File: config.mk
export PLATFORM = sky130hd
export DESIGN_NAME = mac_address_text_parser
export DESIGN_NICKNAME = d
export VERILOG_FILES = /design/src/design/maptp_pkg.sv /design/src/design/mac_address_text_parser.sv
export SDC_FILE = /design/constraint.sdc
export NUM_CORES = 1
export LEC_CHECK = 0
export ABC_AREA = 1
export BUFFER_PORTS_ARGS = -buffer_cell sky130_fd_sc_hd__buf_2
export CAP_MARGIN = 0
export CORE_MARGIN = 3
export CORE_UTILIZATION = 50
export CTS_CLUSTER_DIAMETER = 80
export CTS_CLUSTER_SIZE = 14
export DETAILED_ROUTE_END_ITERATION = 8
export HOLD_SLACK_MARGIN = 0.15
export PLACE_DENSITY = 0.73
export SYNTH_ARGS = -nofsm -noshare
export SYNTH_HDL_FRONTEND = slang
export SYNTH_SLANG_ARGS = --single-unit
File: constraint.sdc
create_clock -name clk -period 3.3 [get_ports clk]
set_input_delay 0.165 -clock clk [delete_from_list [all_inputs] [get_ports clk]]
set_output_delay 0.165 -clock clk [all_outputs]
set_load 0.01 [all_outputs]
File: src/design/maptp_pkg.sv
`default_nettype none

package maptp_pkg;

    // Input transaction: one character of the address text
    typedef struct packed {
        logic [7:0] char_code;
        logic       start_req;
    } char_item_t;

    // Result transaction: parsed address or error flag
    typedef struct packed {
        logic [47:0] mac_address;
        logic        status;
    } addr_item_t;

    // Status codes
    localparam logic STATUS_OK  = 1'b0;
    localparam logic STATUS_BAD = 1'b1;

    // Character codes
    localparam logic [7:0] CH_NUL   = 8'h00;
    localparam logic [7:0] CH_TAB   = 8'h09;
    localparam logic [7:0] CH_CR    = 8'h0D;
    localparam logic [7:0] CH_SPACE = 8'h20;
    localparam logic [7:0] CH_COLON = 8'h3A;
    localparam logic [7:0] CH_0     = 8'h30;
    localparam logic [7:0] CH_9     = 8'h39;
    localparam logic [7:0] CH_UA    = 8'h41;
    localparam logic [7:0] CH_UF    = 8'h46;
    localparam logic [7:0] CH_LA    = 8'h61;
    localparam logic [7:0] CH_LF    = 8'h66;

    // Value of a letter digit is its low bits plus this offset ('A' and 'a' end in 1)
    localparam logic [3:0] LETTER_OFS = 4'd9;

endpackage

`default_nettype wire

File: src/design/mac_address_text_parser.sv
`default_nettype none

// Streaming parser for text addresses of OCTETS colon-separated hex groups (1 or 2
// digits each, either case). Send one character per transaction on req; set
// start_req on the first character of an address. One result leaves on rsp when
// the address is complete (status 0, first group in the top byte of the 48 bits)
// or at the first bad character (status 1, address zero); later characters are
// dropped until the next start. The last group ends after its second digit, or
// after one digit at a NUL or whitespace character. One character is taken per
// clock while req_stall is low: it sits in an input register, is decoded against
// the parser state, and any result goes to an output register. A result is
// registered when its character moves on from the input register. req_stall is
// raised only while a result is held in the output register by rsp_stall.
module mac_address_text_parser #(
    parameter int unsigned OCTETS = 6
) (
    input  wire                     clk,
    input  wire                     rst_n,
    input  wire                     req_valid,
    output logic                    req_stall,
    input  maptp_pkg::char_item_t   req,
    output logic                    rsp_valid,
    input  wire                     rsp_stall,
    output maptp_pkg::addr_item_t   rsp
);

    localparam logic [2:0] LAST_GROUP = 3'(OCTETS - 1);

    // Parse phase codes
    localparam logic [1:0] PH_FIRST     = 2'd0;
    localparam logic [1:0] PH_AFTER_ONE = 2'd1;
    localparam logic [1:0] PH_AFTER_TWO = 2'd2;

    // Input stage
    logic                  in_valid_reg;
    maptp_pkg::char_item_t in_reg;

    // Parser state
    logic [2:0]  group_count_reg, group_count_next;
    logic [1:0]  phase_reg, phase_next;
    logic [47:0] addr_shift_reg, addr_shift_next;
    logic [7:0]  cur_group_reg, cur_group_next;
    logic        active_reg, active_next;

    // Output stage
    logic                  out_valid_reg;
    maptp_pkg::addr_item_t out_reg;

    logic                  advance;
    logic                  emit;
    maptp_pkg::addr_item_t result;

    // Move the held character through the parser when the output can take a result
    assign advance   = in_valid_reg && (!out_valid_reg || !rsp_stall);
    assign req_stall = in_valid_reg && !advance;
    assign rsp_valid = out_valid_reg;
    assign rsp       = out_reg;

    // Character decode and state update
    always_comb
    begin
        logic [7:0]  c;
        logic        is_hex;
        logic [3:0]  nib;
        logic        is_ws;
        logic        last;
        logic [2:0]  gc;
        logic [1:0]  ph;
        logic [47:0] ashift;
        logic [7:0]  cg;
        logic        act;
        logic        close;
        logic        bad;
        logic [7:0]  grp;

        c      = in_reg.char_code;
        gc     = group_count_reg;
        ph     = phase_reg;
        ashift = addr_shift_reg;
        cg     = cur_group_reg;
        act    = active_reg;
        close  = 1'b0;
        bad    = 1'b0;
        grp    = cur_group_reg;

        // Restart drops any parse in progress
        if (in_reg.start_req)
        begin
            gc     = '0;
            ph     = PH_FIRST;
            ashift = '0;
            cg     = '0;
            act    = 1'b1;
        end

        is_hex = 1'b0;
        nib    = '0;
        if (c >= maptp_pkg::CH_0 && c <= maptp_pkg::CH_9)
        begin
            is_hex = 1'b1;
            nib    = c[3:0];
        end
        else if ((c >= maptp_pkg::CH_UA && c <= maptp_pkg::CH_UF) ||
                 (c >= maptp_pkg::CH_LA && c <= maptp_pkg::CH_LF))
        begin
            is_hex = 1'b1;
            nib    = c[3:0] + maptp_pkg::LETTER_OFS;
        end
        is_ws = (c == maptp_pkg::CH_SPACE) ||
                (c >= maptp_pkg::CH_TAB && c <= maptp_pkg::CH_CR);
        last  = gc >= LAST_GROUP;

        group_count_next = gc;
        phase_next       = ph;
        addr_shift_next  = ashift;
        cur_group_next   = cg;
        active_next      = act;
        emit             = 1'b0;
        result           = '0;

        if (act)
        begin
            unique case (ph)
                PH_FIRST:
                begin
                    if (!is_hex)
                        bad = 1'b1;
                    else
                    begin
                        cur_group_next = {4'd0, nib};
                        phase_next     = PH_AFTER_ONE;
                    end
                end
                PH_AFTER_ONE:
                begin
                    if (last)
                    begin
                        if (c == maptp_pkg::CH_NUL || is_ws)
                            close = 1'b1;
                        else if (!is_hex)
                            bad = 1'b1;
                        else
                        begin
                            grp   = {cg[3:0], nib};
                            close = 1'b1;
                        end
                    end
                    else if (c == maptp_pkg::CH_COLON)
                        close = 1'b1;
                    else if (!is_hex)
                        bad = 1'b1;
                    else
                    begin
                        cur_group_next = {cg[3:0], nib};
                        phase_next     = PH_AFTER_TWO;
                    end
                end
                default:
                begin
                    if (c != maptp_pkg::CH_COLON)
                        bad = 1'b1;
                    else
                        close = 1'b1;
                end
            endcase

            // Append finished group; complete the address after the last one
            if (close)
            begin
                addr_shift_next = {ashift[39:0], grp};
                cur_group_next  = '0;
                phase_next      = PH_FIRST;
                if (last)
                begin
                    active_next        = 1'b0;
                    emit               = 1'b1;
                    result.mac_address = {ashift[39:0], grp};
                    result.status      = maptp_pkg::STATUS_OK;
                end
                else
                    group_count_next = gc + 3'd1;
            end

            if (bad)
            begin
                active_next        = 1'b0;
                emit               = 1'b1;
                result.mac_address = '0;
                result.status      = maptp_pkg::STATUS_BAD;
            end
        end
    end

    // Input register
    always_ff @(posedge clk or negedge rst_n)
    begin
        if (!rst_n)
            in_valid_reg <= 1'b0;
        else if (!req_stall)
            in_valid_reg <= req_valid;
    end

    always_ff @(posedge clk)
    begin
        if (!req_stall && req_valid)
            in_reg <= req;
    end

    // Parser state registers
    always_ff @(posedge clk or negedge rst_n)
    begin
        if (!rst_n)
        begin
            group_count_reg <= '0;
            phase_reg       <= PH_FIRST;
            addr_shift_reg  <= '0;
            cur_group_reg   <= '0;
            active_reg      <= 1'b0;
        end
        else if (advance)
        begin
            group_count_reg <= group_count_next;
            phase_reg       <= phase_next;
            addr_shift_reg  <= addr_shift_next;
            cur_group_reg   <= cur_group_next;
            active_reg      <= active_next;
        end
    end

    // Result register
    always_ff @(posedge clk or negedge rst_n)
    begin
        if (!rst_n)
            out_valid_reg <= 1'b0;
        else if (!out_valid_reg || !rsp_stall)
            out_valid_reg <= advance && emit;
    end

    always_ff @(posedge clk)
    begin
        if (advance && emit)
            out_reg <= result;
    end

endmodule

`default_nettype wire

==> impl_metrics.xml <==
<?xml version="1.0" encoding="UTF-8"?>
<metrics>
  <group name="flow_run">
    <metric name="maxCapViolations" unit="">0</metric>
  </group>
  <group name="layout">
    <metric name="finish.net_count" unit="">754</metric>
    <metric name="final_instance_count_without_filler_cells" unit="">883</metric>
    <metric name="largest_register_ff_count" unit="">49</metric>
    <metric name="p_r_area_growth_vs_syn" unit="%">22.34</metric>
    <metric name="fill_cells" unit="">874</metric>
    <metric name="mostFrequentLayoutCell" unit="">nand2_1</metric>
    <metric name="area_of_combinational_cells_with_multiple_inputs" unit="µm²">2157</metric>
    <metric name="antenna-diode-count" unit="">0</metric>
    <metric name="layout-drive-gt1-share" unit="%">19.41</metric>
    <metric name="final_util" unit="%">64.38</metric>
    <metric name="ff_latch_area" unit="µm²">3143</metric>
    <metric name="mostFrequentLayoutCells" unit="">nand2_1, buf_2, nor2_1</metric>
  </group>
  <group name="setup_path">
    <metric name="worstReg2RegStart" unit="">in_reg[1]$_DFFE_PP_</metric>
    <metric name="r2r-end" unit="">rsp[16]$_SDFFCE_PP0P_</metric>
    <metric name="worst-endpoint-required" unit="ns">3.63</metric>
    <metric name="cp_data_arrival_time" unit="ns">3.07</metric>
    <metric name="worstPathMaxFanout" unit="">49</metric>
    <metric name="endpoint_kind" unit="">flip-flop</metric>
    <metric name="reg2reg_setup_slack" unit="ns">0.56</metric>
    <metric name="worst-setup-path-type" unit="">flip-flop to flip-flop</metric>
    <metric name="number_of_cells_on_the_worst_reg_to_reg_path" unit="">12</metric>
    <metric name="timing.critical_path.from_type" unit="">flip-flop</metric>
  </group>
  <group name="sta">
    <metric name="min_period" unit="ns">2.742</metric>
    <metric name="hold_violations" unit="">0</metric>
    <metric name="tightestPinTransition" unit="ns">0.7737</metric>
    <metric name="grt_setup_unrepaired" unit="">false</metric>
    <metric name="final.period_utilization" unit="%">83.09</metric>
    <metric name="fin_setup_tns" unit="ns">0</metric>
    <metric name="finClkSkew" unit="ns">0.007010</metric>
    <metric name="final-setup-viol-count" unit="">0</metric>
    <metric name="maximum_clock_rate" unit="GHz">0.3647</metric>
    <metric name="maxSlewViolCount" unit="">0</metric>
    <metric name="max_slew_margin" unit="%">48.42</metric>
  </group>
  <group name="routing">
    <metric name="postRouteAntennaNets" unit="">0</metric>
    <metric name="routed-via-count" unit="">4664</metric>
    <metric name="detailedRoute.firstIterationViolations" unit="">405</metric>
    <metric name="post_drt_wl_per_cell" unit="µm">15.36</metric>
    <metric name="wirelength" unit="mm">13.56</metric>
    <metric name="drtPass1Iterations" unit="">5</metric>
    <metric name="routed_via_density" unit="">5.282</metric>
    <metric name="drc" unit="">0</metric>
  </group>
  <group name="yosys">
    <metric name="yosysWarningCount" unit="">0</metric>
    <metric name="net_count_synth" unit="">673</metric>
    <metric name="netlist_area" unit="µm²">5579</metric>
    <metric name="post_synth_num_cell_types" unit="">32</metric>
    <metric name="syn-instance-count" unit="">653</metric>
    <metric name="synth-seq-cells" unit="">114</metric>
    <metric name="synth.yosys.seq_area_share" unit="%">56.34</metric>
    <metric name="synth.avg_cell_area" unit="µm²">8.544</metric>
  </group>
  <group name="clock_tree">
    <metric name="worst_skew_pair.late_latency" unit="ns">0.52</metric>
    <metric name="clk_root_buffer_cell" unit="">clkbuf_8</metric>
    <metric name="ctsLongestPathBuffers" unit="">2</metric>
    <metric name="clk_pin_slew" unit="ns">0.06</metric>
    <metric name="cts_made_buffers" unit="">17</metric>
    <metric name="cts_setup_buffers" unit="">0</metric>
    <metric name="tritoncts" unit="">done</metric>
    <metric name="htreeDepth" unit="">4</metric>
    <metric name="tritoncts_sink_count" unit="">114</metric>
  </group>
  <group name="pwr">
    <metric name="power.density_cell_area" unit="nW/µm²">698.4</metric>
    <metric name="vdd_ir_max" unit="V">0.0004088</metric>
    <metric name="p_total" unit="µW">4767</metric>
    <metric name="leakage" unit="µW">0.003238</metric>
  </group>
  <group name="floorplan">
    <metric name="floorplan.initialDensity" unit="%">52.63</metric>
    <metric name="die_height" unit="µm">111.6</metric>
    <metric name="number_of_primary_i_o_pins" unit="">64</metric>
    <metric name="die_area" unit="µm²">12460</metric>
    <metric name="die-width" unit="µm">111.6</metric>
    <metric name="coreArea" unit="µm²">10600</metric>
    <metric name="floorplan.rows" unit="">37</metric>
  </group>
  <group name="status">
    <metric name="outcome" unit="">finished, final reports clean</metric>
  </group>
  <group name="grt">
    <metric name="global_route.overflow_total" unit="">0</metric>
    <metric name="antenna_violations_before_repair" unit="">0</metric>
    <metric name="global_route.usage.total" unit="%">22.86</metric>
    <metric name="largest_net_degree_at_the_start_of_global_routing" unit="">50</metric>
    <metric name="first_global_vias" unit="">4727</metric>
    <metric name="grt_first_pass_wirelength" unit="mm">23.07</metric>
  </group>
  <group name="placed_design">
    <metric name="gpl.final_weighted_congestion" unit="">0.9109</metric>
    <metric name="dp_hpwl" unit="mm">8.640</metric>
    <metric name="port_buffers" unit="">63</metric>
    <metric name="placed_cells" unit="">836</metric>
  </group>
  <group name="worst_hold_path">
    <metric name="timing.hold.worst.class" unit="">primary input to async pin</metric>
  </group>
</metrics>
==> critical path, stage by stage, from the launching register on <==
cell,delay [ns]
edfxtp_1,0.45
inv_1,0.16
ha_1,0.23
nand2_1,0.07
nand3_1,0.08
nand2_2,0.10
nand2_4,0.15
nor2_2,0.04
nand2_1,0.11
nand2_4,0.09
nand2_8,0.10
nand4_4,0.56
nor2_1,0.36
==> cell usage after synthesis, drive strengths merged <==
cell    number  area (µm²)
nand2      282        1119
nor2        80       347.8
nand3       63       330.3
edfxtp      58        1742
dfrtp       56        1401
inv         40       150.2
o21ai       16       83.83
clkbuf      14       52.55
buf         11       75.07
o22ai        8       50.05
ha           7       87.58
nand4        6       52.55
a21oi        4       20.02
xor2         2       17.52
a21boi       1       18.77
clkinv       1       3.750
nor3         1       5.000
o211ai       1       7.510
o21a         1       7.510
o31ai        1       7.510
==> worst max-delay path by stage <==
stage | endpoint | cells past startpoint | slack [ns] | from
final | rsp[16]$_SDFFCE_PP0P_ | 12 | 0.56 | in_reg[1]$_DFFE_PP_
after global placement | rsp[12]$_SDFFCE_PP0P_ | 12 | 0.71 | in_reg[1]$_DFFE_PP_
after floorplan | rsp[0]$_SDFFCE_PP0P_ | 14 | 0.24 | in_reg[0]$_DFFE_PP_
after CTS | rsp[16]$_SDFFCE_PP0P_ | 12 | 0.57 | in_reg[1]$_DFFE_PP_
after global routing | rsp[12]$_SDFFCE_PP0P_ | 12 | 0.27 | in_reg[1]$_DFFE_PP_
after detailed placement | rsp[16]$_SDFFCE_PP0P_ | 12 | 0.59 | in_reg[1]$_DFFE_PP_
==> metrics by stage <==
stage | hold WS (ns) | cell area, µm² | setup WS (ns)
CTS | 0.3343 | 6825 | 0.5709
floorplan | -0.1306 | 5583 | 0.2388
detailed placement | 0.09833 | 6023 | 0.5874
global route | 0.3471 | 6825 | 0.2681
global placement | 0.08931 | 6023 | 0.7072
finish | 0.3426 | 6825 | 0.5582
==> what timing repair did <==
item                                   CTS  global route
hold buffers                            15             0
gates resized for setup                  0             0
endpoints found under the hold margin   67             0
==> cells by family after synthesis <==
kind of cell | share of synthesized area [%]
xor gates and xnor gates | 0.3140
AOI/OAI and AO/OA | 3.499
buffers and inverters | 5.046
DFF | 56.34
adders and majority gates | 1.570
and+or+nand+nor | 33.24
==> per-layer routing <==
| metal | global-route usage, % | up-vias | wire (µm) |
|---|---|---|---|
| met2 | 35.97 | 178 | 6403 |
| li1 | - | 2265 | - |
| met4 | 6.732 | 0 | 109 |
| met1 | 32.06 | 2207 | 6202 |
| met5 | 0 | - | 0 |
| met3 | 5.000 | 14 | 844 |
==> power by group <==
part	total, µW	leakage [µW]	switching [µW]	internal (µW)
registers	1900	0.00132	120	1780
clock network	2030	0.000317	696	1330
logic	839	0.00160	573	266
total	4770	0.00324	1390	3380
==> cell type report <==
cell class,instances,area share (%)
clock buffers,18,6.269
clock inverters,14,3.281
inverters,41,2.310
multi-input cells,473,31.60
flip-flops and latches,114,46.05
well taps,136,2.493
repair buffers,87,7.993
Power figures use the tool's default switching activity.
